File: src/rtl/rsbk_pkg.sv
// Shared constants, record type, controller states and datapath commands
// of the record sorter. No dependencies.
package rsbk_pkg;

  localparam int MAX_ITEMS = 64;
  localparam int KEY_BITS  = 32;

  localparam int KEY_W  = 32;
  localparam int TAG_W  = 8;
  localparam int DATA_W = KEY_W + TAG_W;
  localparam int IDX_W  = $clog2(MAX_ITEMS);
  localparam int CNT_W  = $clog2(MAX_ITEMS + 1);

  localparam logic [KEY_W-1:0] KEY_MASK = (KEY_BITS >= KEY_W) ? {KEY_W{1'b1}} :
                                          KEY_W'((64'd1 << KEY_BITS) - 64'd1);

  typedef struct packed {
    logic [KEY_W-1:0] key;
    logic [TAG_W-1:0] tag;
  } rec_t;

  typedef enum logic [2:0] {
    ST_LOAD,
    ST_SORT_INIT,
    ST_RD_FIRST,
    ST_CARRY,
    ST_CMP,
    ST_PASS_END,
    ST_OUT_RD,
    ST_OUT_LD
  } st_e;

  typedef enum logic [3:0] {
    OP_NONE,
    OP_STORE,
    OP_SORT_INIT,
    OP_RD_FIRST,
    OP_CARRY_LD,
    OP_CMP,
    OP_PASS_END,
    OP_OUT_RD,
    OP_OUT_LD
  } dp_op_e;

  typedef struct packed {
    logic limit_zero;
    logic j_at_limit;
    logic k_at_last;
    logic out_free;
  } sts_t;

endpackage

File: src/rtl/rsbk_datapath.sv
// Record store, bubble-pass compare unit, counters and output register.
// Depends on rsbk_pkg; driven by rsbk_ctrl through dp_op_e commands.
module rsbk_datapath import rsbk_pkg::*; (
  input  logic              clk_i,
  input  logic              rst_ni,
  input  dp_op_e            op_i,
  output sts_t              sts_o,
  input  logic [DATA_W-1:0] s_tdata_i,   // [31:0] key_in, [39:32] tag_in
  output logic              m_tvalid_o,
  input  logic              m_tready_i,
  output logic [DATA_W-1:0] m_tdata_o,   // [31:0] key_out, [39:32] tag_out
  output logic              m_tlast_o,
  output logic              m_tuser_o    // [0] dropped
);

  rec_t             mem [MAX_ITEMS];
  rec_t             rd_q;
  rec_t             carry_q, carry_d;
  rec_t             out_rec_q;
  logic             out_last_q, out_drop_q;
  logic             out_valid_q, out_valid_d;
  logic [CNT_W-1:0] fill_q, fill_d;
  logic             ovf_q, ovf_d;
  logic [IDX_W-1:0] j_q, j_d, limit_q, limit_d, k_q, k_d;

  rec_t             in_rec;
  rec_t             wr_data;
  logic             wr_en, rd_en, carry_ld, full, swap, k_last;
  logic [IDX_W-1:0] wr_addr, rd_addr;

  // Unpack the incoming record and mask the key
  assign in_rec.key = s_tdata_i[KEY_W-1:0] & KEY_MASK;
  assign in_rec.tag = s_tdata_i[KEY_W +: TAG_W];

  assign full   = (fill_q == CNT_W'(MAX_ITEMS));
  // Strict compare keeps equal keys in arrival order
  assign swap   = (carry_q.key > rd_q.key);
  assign k_last = ((CNT_W'(k_q) + CNT_W'(1)) == fill_q);

  // Decode the command into memory, counter and carry controls
  always_comb begin
    wr_en    = 1'b0;
    wr_addr  = '0;
    wr_data  = in_rec;
    rd_en    = 1'b0;
    rd_addr  = '0;
    carry_ld = 1'b0;
    carry_d  = rd_q;
    fill_d   = fill_q;
    ovf_d    = ovf_q;
    j_d      = j_q;
    limit_d  = limit_q;
    k_d      = k_q;
    case (op_i)
      OP_STORE: begin
        if (full) begin
          ovf_d = 1'b1;
        end else begin
          wr_en   = 1'b1;
          wr_addr = fill_q[IDX_W-1:0];
          wr_data = in_rec;
          fill_d  = fill_q + CNT_W'(1);
        end
      end
      OP_SORT_INIT: begin
        limit_d = IDX_W'(fill_q - CNT_W'(1));
        k_d     = '0;
      end
      OP_RD_FIRST: begin
        rd_en   = 1'b1;
        rd_addr = '0;
        j_d     = IDX_W'(1);
      end
      OP_CARRY_LD: begin
        carry_ld = 1'b1;
        carry_d  = rd_q;
        rd_en    = 1'b1;
        rd_addr  = j_q;
      end
      OP_CMP: begin
        // Write back the smaller of carry and element j one place down
        wr_en   = 1'b1;
        wr_addr = j_q - IDX_W'(1);
        if (swap) begin
          wr_data = rd_q;
        end else begin
          wr_data  = carry_q;
          carry_ld = 1'b1;
          carry_d  = rd_q;
        end
        rd_en   = 1'b1;
        rd_addr = j_q + IDX_W'(1);
        j_d     = j_q + IDX_W'(1);
      end
      OP_PASS_END: begin
        wr_en   = 1'b1;
        wr_addr = limit_q;
        wr_data = carry_q;
        limit_d = limit_q - IDX_W'(1);
      end
      OP_OUT_RD: begin
        rd_en   = 1'b1;
        rd_addr = k_q;
      end
      OP_OUT_LD: begin
        if (k_last) begin
          fill_d = '0;
          ovf_d  = 1'b0;
          k_d    = '0;
        end else begin
          k_d = k_q + IDX_W'(1);
        end
      end
      default: begin
      end
    endcase
  end

  // Output register: clear on transaction, set on load
  always_comb begin
    out_valid_d = out_valid_q & ~m_tready_i;
    if (op_i == OP_OUT_LD) begin
      out_valid_d = 1'b1;
    end
  end

  // Record store with registered read
  always_ff @(posedge clk_i) begin
    if (wr_en) begin
      mem[wr_addr] <= wr_data;
    end
    if (rd_en) begin
      rd_q <= mem[rd_addr];
    end
  end

  // Payload registers
  always_ff @(posedge clk_i) begin
    if (carry_ld) begin
      carry_q <= carry_d;
    end
    if (op_i == OP_OUT_LD) begin
      out_rec_q  <= rd_q;
      out_last_q <= k_last;
      out_drop_q <= ovf_q;
    end
  end

  // Control registers
  always_ff @(posedge clk_i or negedge rst_ni) begin
    if (!rst_ni) begin
      fill_q      <= '0;
      ovf_q       <= 1'b0;
      j_q         <= '0;
      limit_q     <= '0;
      k_q         <= '0;
      out_valid_q <= 1'b0;
    end else begin
      fill_q      <= fill_d;
      ovf_q       <= ovf_d;
      j_q         <= j_d;
      limit_q     <= limit_d;
      k_q         <= k_d;
      out_valid_q <= out_valid_d;
    end
  end

  assign sts_o.limit_zero = (limit_q == '0);
  assign sts_o.j_at_limit = (j_q == limit_q);
  assign sts_o.k_at_last  = k_last;
  assign sts_o.out_free   = ~out_valid_q | m_tready_i;

  assign m_tvalid_o = out_valid_q;
  assign m_tdata_o  = {out_rec_q.tag, out_rec_q.key};
  assign m_tlast_o  = out_last_q;
  assign m_tuser_o  = out_drop_q;

endmodule

File: src/rtl/rsbk_ctrl.sv
// Controller state machine of the record sorter: load, bubble passes, drain.
// Depends on rsbk_pkg; commands rsbk_datapath.
module rsbk_ctrl import rsbk_pkg::*; (
  input  logic   clk_i,
  input  logic   rst_ni,
  input  logic   s_tvalid_i,
  input  logic   s_tlast_i,
  output logic   s_tready_o,
  input  sts_t   sts_i,
  output dp_op_e op_o
);

  st_e state_q, state_d;

  // Next state
  always_comb begin
    state_d = state_q;
    case (state_q)
      ST_LOAD: begin
        if (s_tvalid_i && s_tlast_i) begin
          state_d = ST_SORT_INIT;
        end
      end
      ST_SORT_INIT: state_d = ST_RD_FIRST;
      ST_RD_FIRST: begin
        state_d = sts_i.limit_zero ? ST_OUT_RD : ST_CARRY;
      end
      ST_CARRY: state_d = ST_CMP;
      ST_CMP: begin
        if (sts_i.j_at_limit) begin
          state_d = ST_PASS_END;
        end
      end
      ST_PASS_END: state_d = ST_RD_FIRST;
      ST_OUT_RD:   state_d = ST_OUT_LD;
      ST_OUT_LD: begin
        if (sts_i.out_free) begin
          state_d = sts_i.k_at_last ? ST_LOAD : ST_OUT_RD;
        end
      end
      default: state_d = ST_LOAD;
    endcase
  end

  // Outputs
  always_comb begin
    op_o       = OP_NONE;
    s_tready_o = 1'b0;
    case (state_q)
      ST_LOAD: begin
        s_tready_o = 1'b1;
        op_o       = s_tvalid_i ? OP_STORE : OP_NONE;
      end
      ST_SORT_INIT: op_o = OP_SORT_INIT;
      ST_RD_FIRST:  op_o = sts_i.limit_zero ? OP_NONE : OP_RD_FIRST;
      ST_CARRY:     op_o = OP_CARRY_LD;
      ST_CMP:       op_o = OP_CMP;
      ST_PASS_END:  op_o = OP_PASS_END;
      ST_OUT_RD:    op_o = OP_OUT_RD;
      ST_OUT_LD:    op_o = sts_i.out_free ? OP_OUT_LD : OP_NONE;
      default:      op_o = OP_NONE;
    endcase
  end

  // State register
  always_ff @(posedge clk_i or negedge rst_ni) begin
    if (!rst_ni) begin
      state_q <= ST_LOAD;
    end else begin
      state_q <= state_d;
    end
  end

endmodule

File: src/rtl/record_sorter_by_key_top.sv
// Top level of the record sorter: controller plus datapath.
// Depends on rsbk_pkg, rsbk_ctrl and rsbk_datapath.
//
//  channel | dir | handshake           | payload
//  s_*     | in  | s_tvalid / s_tready | tdata {tag_in, key_in}, tlast last_in
//  m_*     | out | m_tvalid / m_tready | tdata {tag_out, key_out}, tlast, tuser dropped
//
// Loading takes a record whenever s_tvalid is high. After the record marked
// last, the records are sorted in bubble passes, each streaming the store once,
// one compare per cycle, after read-first and carry-load steps and before a
// pass-end step. In the drain the next result is read while the previous one
// waits in the output register. Reset clears the fill count and the controller;
// the store needs no clearing. A stalled output holds the whole drain; input is
// taken again once the final result sits in the output register.
module record_sorter_by_key_top import rsbk_pkg::*; (
  input  logic              clk_i,
  input  logic              rst_ni,
  input  logic              s_tvalid_i,
  output logic              s_tready_o,
  input  logic [DATA_W-1:0] s_tdata_i,   // [31:0] key_in, [39:32] tag_in
  input  logic              s_tlast_i,
  output logic              m_tvalid_o,
  input  logic              m_tready_i,
  output logic [DATA_W-1:0] m_tdata_o,   // [31:0] key_out, [39:32] tag_out
  output logic              m_tlast_o,
  output logic              m_tuser_o    // [0] dropped
);

  dp_op_e op;
  sts_t   sts;

  rsbk_ctrl u_ctrl (
    .clk_i      (clk_i),
    .rst_ni     (rst_ni),
    .s_tvalid_i (s_tvalid_i),
    .s_tlast_i  (s_tlast_i),
    .s_tready_o (s_tready_o),
    .sts_i      (sts),
    .op_o       (op)
  );

  rsbk_datapath u_dp (
    .clk_i      (clk_i),
    .rst_ni     (rst_ni),
    .op_i       (op),
    .sts_o      (sts),
    .s_tdata_i  (s_tdata_i),
    .m_tvalid_o (m_tvalid_o),
    .m_tready_i (m_tready_i),
    .m_tdata_o  (m_tdata_o),
    .m_tlast_o  (m_tlast_o),
    .m_tuser_o  (m_tuser_o)
  );

endmodule

File: config.mk
export PLATFORM = sky130hd
export DESIGN_NAME = record_sorter_by_key_top
export DESIGN_NICKNAME = d
export VERILOG_FILES = /design/src/rtl/rsbk_pkg.sv /design/src/rtl/rsbk_datapath.sv /design/src/rtl/rsbk_ctrl.sv /design/src/rtl/record_sorter_by_key_top.sv
export SDC_FILE = /design/constraint.sdc
export NUM_CORES = 2
export LEC_CHECK = 0
export ABC_AREA = 1
export BUFFER_PORTS_ARGS = -buffer_cell sky130_fd_sc_hd__buf_2
export CAP_MARGIN = 20
export CORE_UTILIZATION = 25
export DETAILED_ROUTE_END_ITERATION = 6
export HOLD_SLACK_MARGIN = 0.02
export SLEW_MARGIN = 20
export SYNTH_ARGS = -nofsm -noshare
export SYNTH_HDL_FRONTEND = slang
export SYNTH_SLANG_ARGS = --single-unit
File: constraint.sdc
create_clock -name clk_i -period 4.84 [get_ports clk_i]
set_input_delay 0.726 -clock clk_i [delete_from_list [all_inputs] [get_ports clk_i]]
set_output_delay 0.726 -clock clk_i [all_outputs]
set_load 0.005 [all_outputs]
Yosys cells after proc, flatten, opt, wreduce, memory -nomap -nowiden
Memory sizes are Yosys's and may differ from the RTL's. A register that Yosys moved wholly into a read port is not among the register bits.
Index checks and enable logic that the tools add are counted.
{ "totals": {"reg_bits": 112, "ram_bits": 2560, "out_inout_bits": 44, "wordCells": 97, "n_memories": 1} }
{ "classes": {"n_addsub": 7, "n_lt_le_gt_ge": 1, "n_eq_ne": 24, "muxes": 34, "bitwise_logic": 4, "reduce_logical": 13} }
{ "memory_table": {"columns": ["memory", "words", "word_bits", "read_ports", "rd_ports_with_merged_regs", "wr", "line_no", "text"], "rows": [
  ["u_dp.mem", 64, 40, 1, 1, 1, "rsbk_datapath.sv:16", "rec_t mem [MAX_ITEMS];"]
]} }
{ "ops": {"columns": ["cell", "n"], "rows": [
  ["40-bit one-hot mux with 2 select lines", 1],
  ["40-bit 2-to-1 mux", 1],
  ["6-bit one-hot mux with 2 select lines", 3],
  ["6-bit one-hot mux with 3 select lines", 2],
  ["32-bit > comparator", 1],
  ["4-bit one-hot mux with 8 select lines", 1],
  ["3-bit one-hot mux with 7 select lines", 1],
  ["6-bit by 1-bit subtractor with 6-bit output (second input constant)", 3],
  ["4-bit by 3-bit == test with 1-bit output (second input constant)", 4],
  ["3-bit 2-to-1 mux", 5],
  ["7-bit 2-to-1 mux", 2],
  ["7-bit one-hot mux with 2 select lines", 1],
  ["6-bit by 1-bit adder with 6-bit output (second input constant)", 2],
  ["3-bit == test (second input constant)", 4],
  ["6-bit 2-to-1 mux", 2],
  ["1-bit 2-to-1 mux", 10],
  ["3-bit AND reduction", 3],
  ["4-bit by 2-bit == test with 1-bit output (second input constant)", 2],
  ["2-bit by 1-bit != test with 1-bit output (second input constant)", 4],
  ["2-bit nonzero test", 4],
  ["6-bit by 1-bit adder with 7-bit output (second input constant)", 1],
  ["7-bit by 1-bit adder with 7-bit output (second input constant)", 1],
  ["7-bit == test", 1],
  ["7-bit == test (second input constant)", 1],
  ["17 further kinds", 23]
]} }

Longest topological paths before layout
{ "depth": {"word_depth": 9, "ltp_mapped": 17} }

Cells and area by module
From an unflattened synthesis, not the netlist that was laid out.
{ "hier_totals": {"hier_cells": 11613, "hier_area_um2": 119533.4} }
{ "by_module_without_submodules": {"columns": ["mod", "n_inst", "cells_each", "area_per_inst_um2", "seq_area_each_um2"], "rows": [
  ["rsbk_datapath", 1, 11562, 119248.1, 81212.9],
  ["rsbk_ctrl", 1, 51, 285.3, 75.1]
]} }

Worst setup path before layout
Ideal clock, no wire load.
{ "synth_path": {"path_kind": "flip-flop to flip-flop", "start": "register u_dp.j_q[0]", "end": "memory u_dp.mem[0][0] (netlist bit) (enable)", "setup_time_ns": 0.498, "arrival_time_ns": 4.545, "slack_ns": -0.203, "path_stages_with_launch": 12, "n_path_buf": 0, "period_less_slack_ns": 5.043, "cell_sequence": "dfrtp_1 -> inv_1 -> ha_1 -> inv_1 -> nor2_1 -> nand2_1 -> xor2_1 -> nand2_1 -> nand3_1 -> nor2_1 -> nand2_1 -> a211oi_1"} }
{ "synth_between": {"elab_chain_cells": 2} }
{ "synth_rtl": {"columns": ["element", "line_no", "text"], "rows": [
  ["start, declared", "rsbk_datapath.sv:24", "logic [IDX_W-1:0] j_q, j_d, limit_q, limit_d, k_q, k_d;"],
  ["start signal, assigned", "rsbk_datapath.sv:161", "j_q <= j_d;"],
  ["6-bit by 1-bit subtractor with 6-bit output", "rsbk_datapath.sv:83", "wr_addr = j_q - IDX_W'(1);"],
  ["6-bit one-hot mux with 3 select lines", "rsbk_datapath.sv:54", "case (op_i)"],
  ["end, declared", "rsbk_datapath.sv:16", null]
]} }
Every way passes these cells.

Worst setup path after layout
{ "layout_path": {"start": "register u_dp.j_q[0]", "end": "register u_dp.rd_q[28] (netlist name)"} }
{ "layout_between": {"elab_chain_cells": 2} }
{ "layout_rtl": {"columns": ["element", "line_no", "text"], "rows": [
  ["6-bit by 1-bit adder with 6-bit output", "rsbk_datapath.sv:92", "rd_addr = j_q + IDX_W'(1);"],
  ["6-bit one-hot mux with 3 select lines *", "rsbk_datapath.sv:54", null]
]} }
Mark *: on every way between the ends. The rest lies on a longest branch, timed or not.
A chain may end at the register's enable or synchronous reset.

==> flow_summary.json <==
{
  "grt-ovfl-total": 0,
  "slew_viol_final": 0,
  "postLayoutCoreUtil_pct": 28.96,
  "dpl.hpwl_um": 207200,
  "syn_avg_cell_area_um2": 10.45,
  "clock_latency_ns": 0.89,
  "cts_sinks": 2712,
  "required_ns": 5.54,
  "drive_gt1_share_pct": 8.010,
  "wirelength_um": 391200,
  "vdd_ir_drop_max_mv": 0.5020,
  "p_clk_share_pct": 26.3,
  "register_area_um2": 81290,
  "status": "complete, no violations",
  "syn_area_um2": 121900,
  "grt_setup_unrepaired": "no",
  "routedWlPerCell_um": 21.40,
  "dpl_cell_area_um2": 131900,
  "power_frac_comb_pct": 33.6,
  "fin_nets": 11694,
  "p_switching_w": 0.03020,
  "fin_crit_sh_pct": 90.97,
  "r2r-end": "u_dp.rd_q[28]$_DFFE_PP_",
  "grt_max_degree": 158,
  "clockBufferDepth": 4,
  "synthCells": 11662,
  "track_usage_pct": 15.33,
  "netlist-cell-type-count": 36,
  "dieWidth_um": 700.2,
  "vias": 88441,
  "slew_headroom_pct": 23.96,
  "cts_root_buffer": "clkbuf_16",
  "via_per_inst": 4.839,
  "dr.pass1.iters": 6,
  "fmax_mhz": 227.1,
  "hp-class": "input port to flip-flop",
  "tns_ns": 0,
  "skew_ns": 0.05135,
  "nFillCells": 49648,
  "maxCapViolCount": 0,
  "whs_path_depth": 4,
  "gp_congestion": 0.8500,
  "tightestPinTransition_ns": 1.141,
  "power-per-cell-area_nw_per_um2": 570.7,
  "drtIter0Drc": 11098,
  "dieArea_um2": 490200,
  "final_antenna_net_count": 0,
  "whs_ns": 0.2998,
  "rr_startpoint": "u_dp.j_q[0]$_DFFE_PN0P_",
  "cts_inserted_buffers": 283,
  "seqPwrFrac_pct": 40.0,
  "hold_end": "u_dp.m_tvalid_o$_DFF_PN0_",
  "core.rowCount": 256,
  "post-route-drc-count": 0,
  "core_um2": 485600,
  "timing_worst_setup_path_type": "flip-flop to flip-flop",
  "initial_core_util_pct": 25.10,
  "grt_pass1_wl_um": 565700,
  "syn2layout_area_growth_pct": 15.39,
  "cts_resized": 0,
  "p_sw_share_pct": 37.64,
  "synth_seq_cells": 2712,
  "grt_antenna_before_repair": 13,
  "path_max_fanout": 36,
  "startpoint_type": "flip-flop",
  "first_global_vias": 81835,
  "ys_seq_area_share_pct": 66.70,
  "crit_path_end_kind": "flip-flop",
  "yosys_warnings": 0,
  "ctsHtreeMaxLevel": 5,
  "hold_start": "m_tready_i",
  "finalHoldViolations": 0,
  "stdcell_area_um2": 140600,
  "cts_tree": "yes",
  "r2r_cells": 13,
  "io_pins": 89,
  "cts.clk_slew.worst_paths_ns": 0.06,
  "period_minus_slack_ns": 4.403,
  "setup_viol": 0,
  "multi_input_area_um2": 28690,
  "report.power.total_w": 0.08024,
  "cellLeakagePower_nw": 55.10,
  "post-cts-setup-buffers": 0,
  "synth_nets": 11745,
  "portBuffers": 88,
  "arrival_ns": 5.11,
  "internal-power_w": 0.05004,
  "rrSetupSlack_ns": 0.44,
  "dieHeight_um": 700.2
}
[layout by cell type (no fill, tap or decap), types with 24 or more instances in the layout]
master | netlist | final
buf_12 | 0 | 135
nand2_2 | 0 | 42
nand4_1 | 945 | 945
a21oi_1 | 24 | 24
clkbuf_16 | 0 | 293
buf_2 | 393 | 88
ha_1 | 38 | 38
dfrtp_1 | 30 | 30
edfxtp_1 | 2682 | 2682
o21ai_0 | 236 | 236
buf_4 | 28 | 233
clkbuf_1 | 329 | 80
nor2_4 | 1 | 66
nand3_1 | 2228 | 2227
clkinv_2 | 0 | 33
nor2_1 | 322 | 257
o211ai_1 | 83 | 83
nand2_1 | 1828 | 1785
inv_1 | 2384 | 2383
clkinv_1 | 0 | 55
[metal layers]
metal	share of wire (%)	routed length, um	track usage, %	vias up
met5	0.0043	17	0	-
met4	5.0	19590	6.892	2
met3	9.0	35210	2.181	855
met2	45	177700	24.44	4609
met1	41	158700	20.67	43468
li1	-	-	-	39507
[per-stage QoR]
| stage | setup WS (ns) | cells |
|---|---|---|
| floorplan | 1.042 | 11662 |
| global placement | 0.6050 | 17775 |
| detailed placement | 0.5787 | 17775 |
| CTS | 0.5420 | 18272 |
| global route | 0.4069 | 18273 |
| finish | 0.4369 | 18276 |
[power by group through the flow]
stage                     clock (W)  sequential (W)  combinational, W
after floorplan                   0          0.0322            0.0166
after global placement            0          0.0326            0.0266
after detailed placement          0          0.0326            0.0267
after CTS                    0.0213          0.0321            0.0268
after global routing         0.0222          0.0322            0.0293
final                        0.0211          0.0321            0.0270
[repair_timing]
item,CTS,global route
endpoints found under the hold margin,30,0
hold buffers,1,0
setup endpoints to repair,0,0
[area by class of cell]
type,count,area share [%]
well taps,6450,5.739
inverters,2388,6.383
diodes,4,0.007119
flip-flops and latches,2712,57.81
clock buffers,378,5.477
repair buffers,457,3.486
multi-input cells,5769,20.40
clock inverters,118,0.6976
[cells in the mapped netlist (all sizes together)]
| master | n | share of area (%) |
|---|---|---|
| and3 | 1 | 0.0051 |
| o21a | 2 | 0.012 |
| xor2 | 12 | 0.086 |
| xnor2 | 4 | 0.029 |
| mux2 | 1 | 0.0092 |
| a211oi | 1 | 0.0062 |
| a21oi | 24 | 0.099 |
| nor2 | 323 | 1.0 |
| clkbuf | 329 | 1.0 |
| o22ai | 7 | 0.036 |
| o211ai | 83 | 0.51 |
| nor4 | 4 | 0.021 |
| edfxtp | 2682 | 66 |
| dfrtp | 30 | 0.62 |
| buf | 464 | 1.9 |
| inv | 2388 | 7.4 |
| nand3 | 2232 | 9.2 |
| nand3b | 9 | 0.055 |
| o21bai | 1 | 0.0062 |
| and2 | 1 | 0.0051 |
| a31oi | 2 | 0.010 |
| nor3 | 8 | 0.041 |
| or2 | 6 | 0.031 |
| nand2 | 1828 | 5.6 |
| ha | 38 | 0.39 |
| o21ai | 237 | 0.98 |
| nand4 | 945 | 4.9 |
[cell families after synthesis]
family,synth area share (%)
and+or+nand+nor,20.83
buffers and inverters,10.29
DFF,66.70
AOI/OAI and AO/OA,1.657
adders and majority gates,0.3902
xor gates and xnor gates,0.1150
muxes,0.009240
[worst max-delay path by stage]
stage                             startpoint                         end  slack, ns  cells after the start
2_1_floorplan                     m_tready_i  u_dp.fill_q[2]$_DFFE_PN0P_       1.04                      6
3_3_place_gp         u_dp.j_q[0]$_DFFE_PN0P_     u_dp.rd_q[28]$_DFFE_PP_       0.60                     13
3_5_place_dp         u_dp.j_q[0]$_DFFE_PN0P_     u_dp.rd_q[28]$_DFFE_PP_       0.58                     13
4_1_cts              u_dp.j_q[0]$_DFFE_PN0P_     u_dp.rd_q[28]$_DFFE_PP_       0.54                     13
5_1_grt        u_ctrl.state_q[1]$_DFFE_PN0P_  u_dp.mem[48][36]$_DFFE_PP_       0.41                     12
6_report             u_dp.j_q[0]$_DFFE_PN0P_     u_dp.rd_q[28]$_DFFE_PP_       0.44                     13
[worst max-delay path, stage by stage, from the launching register on]
cell and delay [ns]:
dfrtp_1 0.44, inv_1 0.25, ha_1 0.30, nand3_1 0.17, o21ai_0 0.18, nor2_4 0.68
buf_12 0.36, buf_4 0.44, nand3_1 0.15, nand3_1 0.09, nand3_1 0.07, nand3_1 0.32
nand3_1 0.49, nand2_1 0.21
[sequential cells by signal, indices dropped and copies added (netlist names)]
register / count
u_dp.mem: 2560
u_dp.m_tvalid_o: 1
u_dp.ovf_q: 1
u_dp.limit_q: 6
u_ctrl.state_q: 3
u_dp.rd_q: 40
u_dp.carry_q: 40
u_dp.m_tlast_o: 1
u_dp.k_q: 6
u_dp.fill_q: 7
u_dp.m_tuser_o: 1
u_dp.j_q: 6
u_dp.m_tdata_o: 40
(Power assumes the default switching activity.)
